===== src/rtl/core/amegate_pkg.sv =====
// Shared constants for the motion event gate: widths, register indexes, reset values.
package amegate_pkg;

    localparam int SAMPLE_W   = 16;
    localparam int TICK_W     = 32;
    localparam int PLAYER_W   = 8;
    localparam int THRESH_W   = 16;
    localparam int INTERVAL_W = 16;
    localparam int COOLDOWN_W = 20;
    localparam int CFG_DATA_W = 20;
    localparam int CFG_ADDR_W = 3;

    localparam int SQ_W       = 32;   // sum of three squares
    localparam int MAG_W      = 16;   // floor square root of SQ_W bits
    localparam int SUM_W      = 23;   // baseline accumulator
    localparam int CNT_W      = 7;    // baseline sample counter
    localparam int FILT_W     = 24;   // Q8 filtered level
    localparam int DVD_W      = 27;   // divider dividend / quotient
    localparam int DVS_W      = 7;    // divider divisor
    localparam int ROOT_REM_W = 19;   // root remainder
    localparam int STEP_W     = 5;    // shared iteration counter

    localparam int BASELINE_SAMPLES_DEF = 100;
    localparam logic [DVS_W-1:0] FILT_DIVISOR = DVS_W'(5);

    // configuration register indexes
    localparam logic [CFG_ADDR_W-1:0] REG_PLAYER_ID     = 3'd0;
    localparam logic [CFG_ADDR_W-1:0] REG_ENTER_THRESH  = 3'd1;
    localparam logic [CFG_ADDR_W-1:0] REG_EXIT_THRESH   = 3'd2;
    localparam logic [CFG_ADDR_W-1:0] REG_SEND_INTERVAL = 3'd3;
    localparam logic [CFG_ADDR_W-1:0] REG_SHOT_COOLDOWN = 3'd4;

    // reset values
    localparam logic [THRESH_W-1:0]   ENTER_THRESH_RST  = 16'd2048;
    localparam logic [THRESH_W-1:0]   EXIT_THRESH_RST   = 16'd614;
    localparam logic [INTERVAL_W-1:0] SEND_INTERVAL_RST = 16'd1000;
    localparam logic [COOLDOWN_W-1:0] SHOT_COOLDOWN_RST = 20'd10000;

endpackage


===== src/rtl/core/accel_motion_event_gate_core.sv =====
// Motion event gate: IMU magnitude, gravity baseline, Q8 low-pass, hysteresis, rate limit.
//
//   channel | direction | handshake             | payload
//   --------+-----------+-----------------------+------------------------------------------
//   s_      | in        | s_valid / s_ready     | accel xyz, gyro xyz, now_tick, buttons
//   m_      | out       | m_valid / m_ready     | player, accel xyz, gyro xyz, left, shot
//   cfg_    | in        | cfg_we (no wait)      | cfg_addr selects register, cfg_wdata
//
// One beat at a time: s_ready is high only in idle. A tracked sample runs the
// multiply steps (one axis each), 16 root steps (2 bits a step), the magnitude
// state, 27 divider steps (1 quotient bit a step), then deviation, decision and,
// when it sends a result, the output load. A learning sample stops after the
// magnitude state; the last one also runs its divide by BASELINE_SAMPLES.
// Ignored samples (player 0) are accepted in idle and dropped.
// Reset is synchronous, active low; no clearing pass. The result sits in an
// output register, so a stalled m_ready only holds the block once a second
// result is ready.
module accel_motion_event_gate_core #(
    parameter int BASELINE_SAMPLES = amegate_pkg::BASELINE_SAMPLES_DEF
) (
    input  logic                                   aclk,
    input  logic                                   aresetn,

    input  logic                                   cfg_we,
    input  logic [amegate_pkg::CFG_ADDR_W-1:0]     cfg_addr,
    input  logic [amegate_pkg::CFG_DATA_W-1:0]     cfg_wdata,

    input  logic                                   s_valid,
    output logic                                   s_ready,
    input  logic signed [amegate_pkg::SAMPLE_W-1:0] s_accel_x,
    input  logic signed [amegate_pkg::SAMPLE_W-1:0] s_accel_y,
    input  logic signed [amegate_pkg::SAMPLE_W-1:0] s_accel_z,
    input  logic signed [amegate_pkg::SAMPLE_W-1:0] s_gyro_x,
    input  logic signed [amegate_pkg::SAMPLE_W-1:0] s_gyro_y,
    input  logic signed [amegate_pkg::SAMPLE_W-1:0] s_gyro_z,
    input  logic [amegate_pkg::TICK_W-1:0]         s_now_tick,
    input  logic                                   s_left_button,
    input  logic                                   s_right_button,

    output logic                                   m_valid,
    input  logic                                   m_ready,
    output logic [amegate_pkg::PLAYER_W-1:0]       m_event_player,
    output logic signed [amegate_pkg::SAMPLE_W-1:0] m_out_accel_x,
    output logic signed [amegate_pkg::SAMPLE_W-1:0] m_out_accel_y,
    output logic signed [amegate_pkg::SAMPLE_W-1:0] m_out_accel_z,
    output logic signed [amegate_pkg::SAMPLE_W-1:0] m_out_gyro_x,
    output logic signed [amegate_pkg::SAMPLE_W-1:0] m_out_gyro_y,
    output logic signed [amegate_pkg::SAMPLE_W-1:0] m_out_gyro_z,
    output logic                                   m_left_pressed,
    output logic                                   m_shot_code
);
    import amegate_pkg::*;

    localparam logic [CNT_W-1:0] BASE_N = CNT_W'(BASELINE_SAMPLES);

    // sequencer states
    localparam logic [2:0] ST_IDLE = 3'd0;
    localparam logic [2:0] ST_MUL  = 3'd1;
    localparam logic [2:0] ST_ROOT = 3'd2;
    localparam logic [2:0] ST_MAG  = 3'd3;
    localparam logic [2:0] ST_DIV  = 3'd4;
    localparam logic [2:0] ST_DEV  = 3'd5;
    localparam logic [2:0] ST_DEC  = 3'd6;
    localparam logic [2:0] ST_OUT  = 3'd7;

    localparam logic [STEP_W-1:0] MUL_LAST  = STEP_W'(2);
    localparam logic [STEP_W-1:0] ROOT_LAST = STEP_W'(MAG_W - 1);
    localparam logic [STEP_W-1:0] DIV_LAST  = STEP_W'(DVD_W - 1);

    // configuration registers
    logic [PLAYER_W-1:0]   player_id_reg;
    logic [THRESH_W-1:0]   enter_thresh_reg;
    logic [THRESH_W-1:0]   exit_thresh_reg;
    logic [INTERVAL_W-1:0] send_interval_reg;
    logic [COOLDOWN_W-1:0] shot_cooldown_reg;

    // persistent tracking state
    logic [SUM_W-1:0]  base_sum_reg,  base_sum_next;
    logic [CNT_W-1:0]  base_cnt_reg,  base_cnt_next;
    logic [FILT_W-1:0] filt_reg,      filt_next;
    logic              motion_reg,    motion_next;
    logic [TICK_W-1:0] last_emit_reg, last_emit_next;
    logic [TICK_W-1:0] last_shot_reg, last_shot_next;

    // sequencer and datapath
    logic [2:0]            state_reg,  state_next;
    logic [STEP_W-1:0]     step_reg,   step_next;
    logic [SQ_W-1:0]       acc_reg,    acc_next;      // sum of squares, then root radicand
    logic [MAG_W-1:0]      root_reg,   root_next;
    logic [ROOT_REM_W-1:0] rrem_reg,   rrem_next;
    logic [DVD_W-1:0]      dvd_reg,    dvd_next;      // dividend out, quotient in
    logic [DVS_W:0]        drem_reg,   drem_next;
    logic [DVS_W-1:0]      dvs_reg,    dvs_next;
    logic                  div_base_reg, div_base_next; // divide is the baseline average
    logic [TICK_W-1:0]     dev_reg,    dev_next;
    logic [TICK_W-1:0]     emit_dt_reg, emit_dt_next;
    logic [TICK_W-1:0]     shot_dt_reg, shot_dt_next;
    logic                  shot_code_reg, shot_code_next;

    // captured beat
    logic signed [SAMPLE_W-1:0] ax_reg, ay_reg, az_reg, gx_reg, gy_reg, gz_reg;
    logic [TICK_W-1:0]          now_reg;
    logic                       left_reg, right_reg;

    // output register
    logic                  m_valid_reg, m_valid_next;
    logic                  out_load;

    // combinational helpers
    logic signed [SAMPLE_W-1:0]   mul_op;
    logic signed [2*SAMPLE_W-1:0] mul_prod;
    logic [ROOT_REM_W-1:0]        rrem_sh, rtrial;
    logic                         root_ge;
    logic [DVS_W:0]               drem_sh;
    logic                         div_ge;
    logic [TICK_W-1:0]            base_q8, filt_wide;
    logic                         enter_hit, exit_hit, emit_ok, shot_ok;
    logic [SUM_W-1:0]             sum_add;
    logic [CNT_W-1:0]             cnt_inc;

    assign s_ready = (state_reg == ST_IDLE);

    // configuration writes
    always_ff @(posedge aclk) begin
        if (!aresetn) begin
            player_id_reg     <= '0;
            enter_thresh_reg  <= ENTER_THRESH_RST;
            exit_thresh_reg   <= EXIT_THRESH_RST;
            send_interval_reg <= SEND_INTERVAL_RST;
            shot_cooldown_reg <= SHOT_COOLDOWN_RST;
        end else if (cfg_we) begin
            case (cfg_addr)
                REG_PLAYER_ID:     player_id_reg     <= cfg_wdata[PLAYER_W-1:0];
                REG_ENTER_THRESH:  enter_thresh_reg  <= cfg_wdata[THRESH_W-1:0];
                REG_EXIT_THRESH:   exit_thresh_reg   <= cfg_wdata[THRESH_W-1:0];
                REG_SEND_INTERVAL: send_interval_reg <= cfg_wdata[INTERVAL_W-1:0];
                REG_SHOT_COOLDOWN: shot_cooldown_reg <= cfg_wdata[COOLDOWN_W-1:0];
                default: ;
            endcase
        end
    end

    // one shared 16x16 squarer, one axis per cycle
    always_comb begin
        case (step_reg[1:0])
            2'd0:    mul_op = ax_reg;
            2'd1:    mul_op = ay_reg;
            default: mul_op = az_reg;
        endcase
        mul_prod = mul_op * mul_op;
    end

    // root: two radicand bits per step
    assign rrem_sh = {rrem_reg[ROOT_REM_W-3:0], acc_reg[SQ_W-1 -: 2]};
    assign rtrial  = {1'b0, root_reg, 2'b01};
    assign root_ge = (rrem_sh >= rtrial);

    // restoring divider: one quotient bit per step
    assign drem_sh = {drem_reg[DVS_W-1:0], dvd_reg[DVD_W-1]};
    assign div_ge  = (drem_sh >= {1'b0, dvs_reg});

    assign sum_add   = base_sum_reg + SUM_W'(root_reg);
    assign cnt_inc   = base_cnt_reg + CNT_W'(1);
    assign base_q8   = {1'b0, base_sum_reg, 8'b0};
    assign filt_wide = TICK_W'(filt_reg);
    assign enter_hit = (dev_reg > {8'b0, enter_thresh_reg, 8'b0});
    assign exit_hit  = (dev_reg < {8'b0, exit_thresh_reg, 8'b0});
    assign emit_ok   = (emit_dt_reg >= TICK_W'(send_interval_reg));
    assign shot_ok   = !right_reg && (shot_dt_reg >= TICK_W'(shot_cooldown_reg));
    assign out_load  = (state_reg == ST_OUT) && (!m_valid_reg || m_ready);

    always_comb begin
        state_next     = state_reg;
        step_next      = step_reg;
        acc_next       = acc_reg;
        root_next      = root_reg;
        rrem_next      = rrem_reg;
        dvd_next       = dvd_reg;
        drem_next      = drem_reg;
        dvs_next       = dvs_reg;
        div_base_next  = div_base_reg;
        dev_next       = dev_reg;
        emit_dt_next   = emit_dt_reg;
        shot_dt_next   = shot_dt_reg;
        shot_code_next = shot_code_reg;
        base_sum_next  = base_sum_reg;
        base_cnt_next  = base_cnt_reg;
        filt_next      = filt_reg;
        motion_next    = motion_reg;
        last_emit_next = last_emit_reg;
        last_shot_next = last_shot_reg;
        m_valid_next   = m_valid_reg;

        if (m_valid_reg && m_ready) begin
            m_valid_next = 1'b0;
        end

        case (state_reg)
            ST_IDLE: begin
                // unassigned player: beat is dropped with no state change
                if (s_valid && player_id_reg != '0) begin
                    state_next = ST_MUL;
                    step_next  = '0;
                    acc_next   = '0;
                end
            end
            ST_MUL: begin
                acc_next  = acc_reg + SQ_W'(unsigned'(mul_prod));
                step_next = step_reg + STEP_W'(1);
                if (step_reg == MUL_LAST) begin
                    state_next = ST_ROOT;
                    step_next  = '0;
                    root_next  = '0;
                    rrem_next  = '0;
                end
            end
            ST_ROOT: begin
                acc_next  = {acc_reg[SQ_W-3:0], 2'b00};
                rrem_next = root_ge ? rrem_sh - rtrial : rrem_sh;
                root_next = {root_reg[MAG_W-2:0], root_ge};
                step_next = step_reg + STEP_W'(1);
                if (step_reg == ROOT_LAST) begin
                    state_next = ST_MAG;
                end
            end
            ST_MAG: begin
                step_next = '0;
                drem_next = '0;
                if (base_cnt_reg < BASE_N) begin
                    // learning: accumulate, average once the count is reached
                    base_sum_next = sum_add;
                    base_cnt_next = cnt_inc;
                    if (cnt_inc == BASE_N) begin
                        state_next    = ST_DIV;
                        div_base_next = 1'b1;
                        dvs_next      = BASE_N;
                        dvd_next      = DVD_W'(sum_add);
                    end else begin
                        state_next = ST_IDLE;
                    end
                end else begin
                    // filter numerator 4*old + 256*mag, divided by five
                    state_next    = ST_DIV;
                    div_base_next = 1'b0;
                    dvs_next      = FILT_DIVISOR;
                    dvd_next      = {1'b0, filt_reg, 2'b00} + {3'b0, root_reg, 8'b0};
                    emit_dt_next  = now_reg - last_emit_reg;
                    shot_dt_next  = now_reg - last_shot_reg;
                end
            end
            ST_DIV: begin
                drem_next = div_ge ? drem_sh - {1'b0, dvs_reg} : drem_sh;
                dvd_next  = {dvd_reg[DVD_W-2:0], div_ge};
                step_next = step_reg + STEP_W'(1);
                if (step_reg == DIV_LAST) begin
                    if (div_base_reg) begin
                        base_sum_next = dvd_next[SUM_W-1:0];
                        state_next    = ST_IDLE;
                    end else begin
                        filt_next  = dvd_next[FILT_W-1:0];
                        state_next = ST_DEV;
                    end
                end
            end
            ST_DEV: begin
                dev_next   = (filt_wide >= base_q8) ? filt_wide - base_q8
                                                    : base_q8 - filt_wide;
                state_next = ST_DEC;
            end
            ST_DEC: begin
                state_next = ST_IDLE;
                // hysteresis; the sample that ends motion may still send
                if (!motion_reg && enter_hit) begin
                    motion_next = 1'b1;
                end else if (motion_reg && exit_hit) begin
                    motion_next = 1'b0;
                end
                if ((motion_reg || enter_hit) && emit_ok) begin
                    last_emit_next = now_reg;
                    shot_code_next = !shot_ok;
                    if (shot_ok) begin
                        last_shot_next = now_reg;
                    end
                    state_next = ST_OUT;
                end
            end
            ST_OUT: begin
                if (out_load) begin
                    m_valid_next = 1'b1;
                    state_next   = ST_IDLE;
                end
            end
            default: state_next = ST_IDLE;
        endcase
    end

    always_ff @(posedge aclk) begin
        if (!aresetn) begin
            state_reg     <= ST_IDLE;
            m_valid_reg   <= 1'b0;
            base_sum_reg  <= '0;
            base_cnt_reg  <= '0;
            filt_reg      <= '0;
            motion_reg    <= 1'b0;
            last_emit_reg <= '0;
            last_shot_reg <= '0;
        end else begin
            state_reg     <= state_next;
            m_valid_reg   <= m_valid_next;
            base_sum_reg  <= base_sum_next;
            base_cnt_reg  <= base_cnt_next;
            filt_reg      <= filt_next;
            motion_reg    <= motion_next;
            last_emit_reg <= last_emit_next;
            last_shot_reg <= last_shot_next;
        end
    end

    // datapath registers, no reset
    always_ff @(posedge aclk) begin
        step_reg      <= step_next;
        acc_reg       <= acc_next;
        root_reg      <= root_next;
        rrem_reg      <= rrem_next;
        dvd_reg       <= dvd_next;
        drem_reg      <= drem_next;
        dvs_reg       <= dvs_next;
        div_base_reg  <= div_base_next;
        dev_reg       <= dev_next;
        emit_dt_reg   <= emit_dt_next;
        shot_dt_reg   <= shot_dt_next;
        shot_code_reg <= shot_code_next;
        if (s_valid && s_ready) begin
            ax_reg    <= s_accel_x;
            ay_reg    <= s_accel_y;
            az_reg    <= s_accel_z;
            gx_reg    <= s_gyro_x;
            gy_reg    <= s_gyro_y;
            gz_reg    <= s_gyro_z;
            now_reg   <= s_now_tick;
            left_reg  <= s_left_button;
            right_reg <= s_right_button;
        end
        if (out_load) begin
            m_event_player <= player_id_reg;
            m_out_accel_x  <= ax_reg;
            m_out_accel_y  <= ay_reg;
            m_out_accel_z  <= az_reg;
            m_out_gyro_x   <= gx_reg;
            m_out_gyro_y   <= gy_reg;
            m_out_gyro_z   <= gz_reg;
            m_left_pressed <= left_reg;
            m_shot_code    <= shot_code_reg;
        end
    end

    assign m_valid = m_valid_reg;

endmodule

===== config.mk =====
export PLATFORM = sky130hd
export DESIGN_NAME = accel_motion_event_gate_core
export DESIGN_NICKNAME = d
export VERILOG_FILES = /design/src/rtl/core/amegate_pkg.sv /design/src/rtl/core/accel_motion_event_gate_core.sv
export SDC_FILE = /design/constraint.sdc
export NUM_CORES = 2
export LEC_CHECK = 0
export ABC_AREA = 0
export ABC_CLOCK_PERIOD_IN_PS = 12880
export CAP_MARGIN = 20
export CORE_ASPECT_RATIO = 1.25
export CORE_UTILIZATION = 45
export CTS_CLUSTER_DIAMETER = 60
export CTS_CLUSTER_SIZE = 12
export DETAILED_ROUTE_END_ITERATION = 16
export DONT_BUFFER_PORTS = 1
export PLACE_DENSITY_LB_ADDON = 0.25
export SLEW_MARGIN = 20
export SYNTH_ARGS = -nofsm -noshare
export SYNTH_HDL_FRONTEND = slang
export SYNTH_SLANG_ARGS = --single-unit

===== constraint.sdc =====
create_clock -name aclk -period 12.88 [get_ports aclk]
set_input_delay 0 -clock aclk [delete_from_list [all_inputs] [get_ports aclk]]
set_output_delay 0 -clock aclk [all_outputs]
set_load 0.005 [all_outputs]

==> flow_summary.toml <==
[status]
status = "complete, no violations"

[yosys]
syn-num-nets = 4789
yosysSeqAreaShare = 0.414
avgSynthCellArea_um2 = 10.3
synth_edf_count = 439
async_reset_ff_frac = 0
synth_seq_cells = 638
synthFlopType = "edfxtp_1"
ys_types = 87
netlist_instances = 4031
synth_warnings = 0
syn_area_um2 = 41500

[sta]
fin_crit_sh = 0.710
tightest_slew_ps = 1160
setup_viol = 0
finalCriticalPeriod_ps = 9140
setup_ws_ps = 3740
hold_viol = 0
rsz0062_at_grt = "false"
relSlewSlack = 0.228
slew_viol_final = 0
finClkSkew_ps = 49.8
timing.fmax_ghz = 0.109
final.setup.tns_ps = 0
holdWs_ps = 13.7

[clock_tree]
clk_pin_slew_worst_paths_ps = 60
worst_skew_pair.late_latency_ps = 640
clk_path_buf_depth = 3
cts_tree = "built"
cts_sinks = 638
numCtsBuffers = 69
htreeDepth = 3
cts_root_buffer = "clkbuf_16"
cts_setup_buffers = 0

[floorplanning]
initial_core_util = 0.454
rows = 124
coreArea_um2 = 91400
die_area_um2 = 93400
io_pins = 266
die_h_um = 341
die_width_um = 274

[setup_path]
reg2reg_setup_slack_ps = 3740
cp-end-kind = "flip-flop"
crit_path_start = "step_reg[0]"
critPathMaxFanout = 23
required_ps = 13250
r2r_start = "step_reg[0]"
endpoint = "acc_reg[30]"
worst_ep_arrival_time_ps = 9510
start_kind = "flip-flop"
crit_type = "reg2reg"
r2r-end = "acc_reg[30]"
rr_worst_depth = 24

[routing]
routed_wl_mm = 108
ant_nets = 0
drt-vias-per-instance = 5.37
drt_pre_antenna_iters = 5
wl_per_cell_um = 19.6
drc = 0
vias = 29700
drt_iter0_drc = 1691

[global_routing]
grt_overflow = 0
grt_pass1_vias = 30700
antenna_found_initial = 5
grtUsageTotal = 0.235
grt_pass1_wl_mm = 170
grt_max_degree = 94

[placed_design]
post-place-ws_ps = 3510
numPortBuffers = 0
dp.cells = 5119
gp_congestion = 0.903
hpwl_mm = 79.4

[finish]
layout-drive-gt1-share = 0.0383
fin_nets = 5039
fill_cells = 8067
syn_to_final_growth_pct = 15.3
instances_no_fill = 5536

[run]
maxCapViolCount = 0

[hold_path]
hp-class = "in2reg"
hold_start = "s_accel_z[8]"
[metal layers]
layer / vias to the layer above / routed length [um] / share of wire / global-route usage
li1: 14300 / - / - / -
met1: 14500 / 43100 / 0.40 / 0.274
met4: 0 / 4050 / 0.037 / 0.0914
met2: 759 / 56400 / 0.52 / 0.431
met3: 190 / 4850 / 0.045 / 0.0312
met5: - / 0 / 0 / 0
[cells by family (layout without fill, tap and decap cells)]
kind of cell | Yosys count | in the layout | share of synthesized area
simple gates | 1013 | 1013 | 0.107
compound gates | 787 | 787 | 0.125
buf+inv | 730 | 1032 | 0.0666
flops | 638 | 638 | 0.414
fa+ha+maj | 600 | 600 | 0.230
xor+xnor | 180 | 180 | 0.0380
mux | 83 | 83 | 0.0201
other cells | 0 | 6 | 0
[how the worst min path moves through the flow]
stage	to	slack, ps	depth (start not counted)
2_1_floorplan	ax_reg[0]	100	0
3_3_place_gp	gz_reg[6]	100	0
3_5_place_dp	gy_reg[15]	100	0
4_1_cts	now_reg[25]	0.07	1
5_1_grt	az_reg[2]	2	1
6_report	az_reg[8]	10	1
[final cells by class]
| type | count | area [um2] | share of cell area |
|---|---|---|---|
| Inverter | 594 | 2230 | 0.0467 |
| Clock inverter | 19 | 262 | 0.00547 |
| Timing Repair Buffer | 315 | 3100 | 0.0649 |
| Sequential cell | 638 | 17200 | 0.359 |
| Multi-Input combinational cell | 2663 | 21600 | 0.452 |
| Antenna cell | 6 | 15.0 | 0.000314 |
| Tap cell | 1197 | 1500 | 0.0313 |
| Clock buffer | 104 | 1920 | 0.0402 |
[timing repair]
item | CTS | global route
hold buffers | 287 | 0
gates resized for setup | 0 | 0
setup endpoints to repair | 0 | 0
hold endpoints to repair | 356 | 0
[metrics by stage]
stage,instance area (um2),utilization
final,47800,0.523
after global routing,47800,0.523
after CTS,47800,0.523
after detailed placement,42700,0.467
after global placement,42700,0.467
after floorplan,41500,-
[Yosys cell counts, types with 10 or more instances]
library cell | count | share of area
inv_1 | 587 | 0.053
nand2_1 | 454 | 0.041
edfxtp_1 | 439 | 0.32
ha_1 | 331 | 0.10
nor2_1 | 300 | 0.027
fa_1 | 269 | 0.13
a21oi_1 | 250 | 0.030
dfxtp_1 | 199 | 0.096
clkbuf_1 | 121 | 0.011
xnor2_1 | 119 | 0.025
o21ai_0 | 91 | 0.011
a21o_1 | 90 | 0.016
mux2i_1 | 82 | 0.020
xor2_1 | 61 | 0.013
a22o_1 | 50 | 0.011
nand3_1 | 47 | 0.0057
nor3_1 | 39 | 0.0047
o211ai_1 | 36 | 0.0065
a211oi_1 | 35 | 0.0063
o21a_1 | 35 | 0.0063
o21ai_1 | 35 | 0.0042
nand4_1 | 26 | 0.0039
nor2b_1 | 25 | 0.0038
a31oi_1 | 24 | 0.0036
o21bai_1 | 21 | 0.0038
nand2b_1 | 18 | 0.0027
and2_1 | 16 | 0.0024
and3_1 | 15 | 0.0023
a221oi_1 | 11 | 0.0023
nor4_1 | 11 | 0.0017
o22ai_1 | 10 | 0.0015
or3_1 | 10 | 0.0015
[cells in the final DEF, fill, tap and decap left out, types with 61 or more instances in the layout]
cell type / instances
clkbuf_16: 71
ha_1: 331
xor2_1: 61
nand2_1: 454
inv_1: 587
a21oi_1: 249
o21ai_0: 91
xnor2_1: 119
fa_1: 269
a21o_1: 89
dlygate4sd3_1: 286
nor2_1: 294
mux2i_1: 82
edfxtp_1: 439
dfxtp_1: 199
[critical path, stage by stage (launching register included)]
cell and delay, ps:
edfxtp_1 420, inv_1 100, ha_1 450, nor2_2 700
a21o_1 720, inv_1 450, nor2_1 420, fa_1 580
inv_1 130, fa_1 430, inv_1 280, fa_1 500
fa_1 530, fa_1 560, inv_1 60, fa_1 540
inv_1 40, ha_1 340, or2_2 340, a311oi_1 280
a31oi_1 140, o21ai_1 180, a21oi_1 100, or3_1 310
a32o_1 240
Power is left out: the tool's default activity adds up to more than one toggle a clock period on the data nets, which glitch-free logic cannot reach.
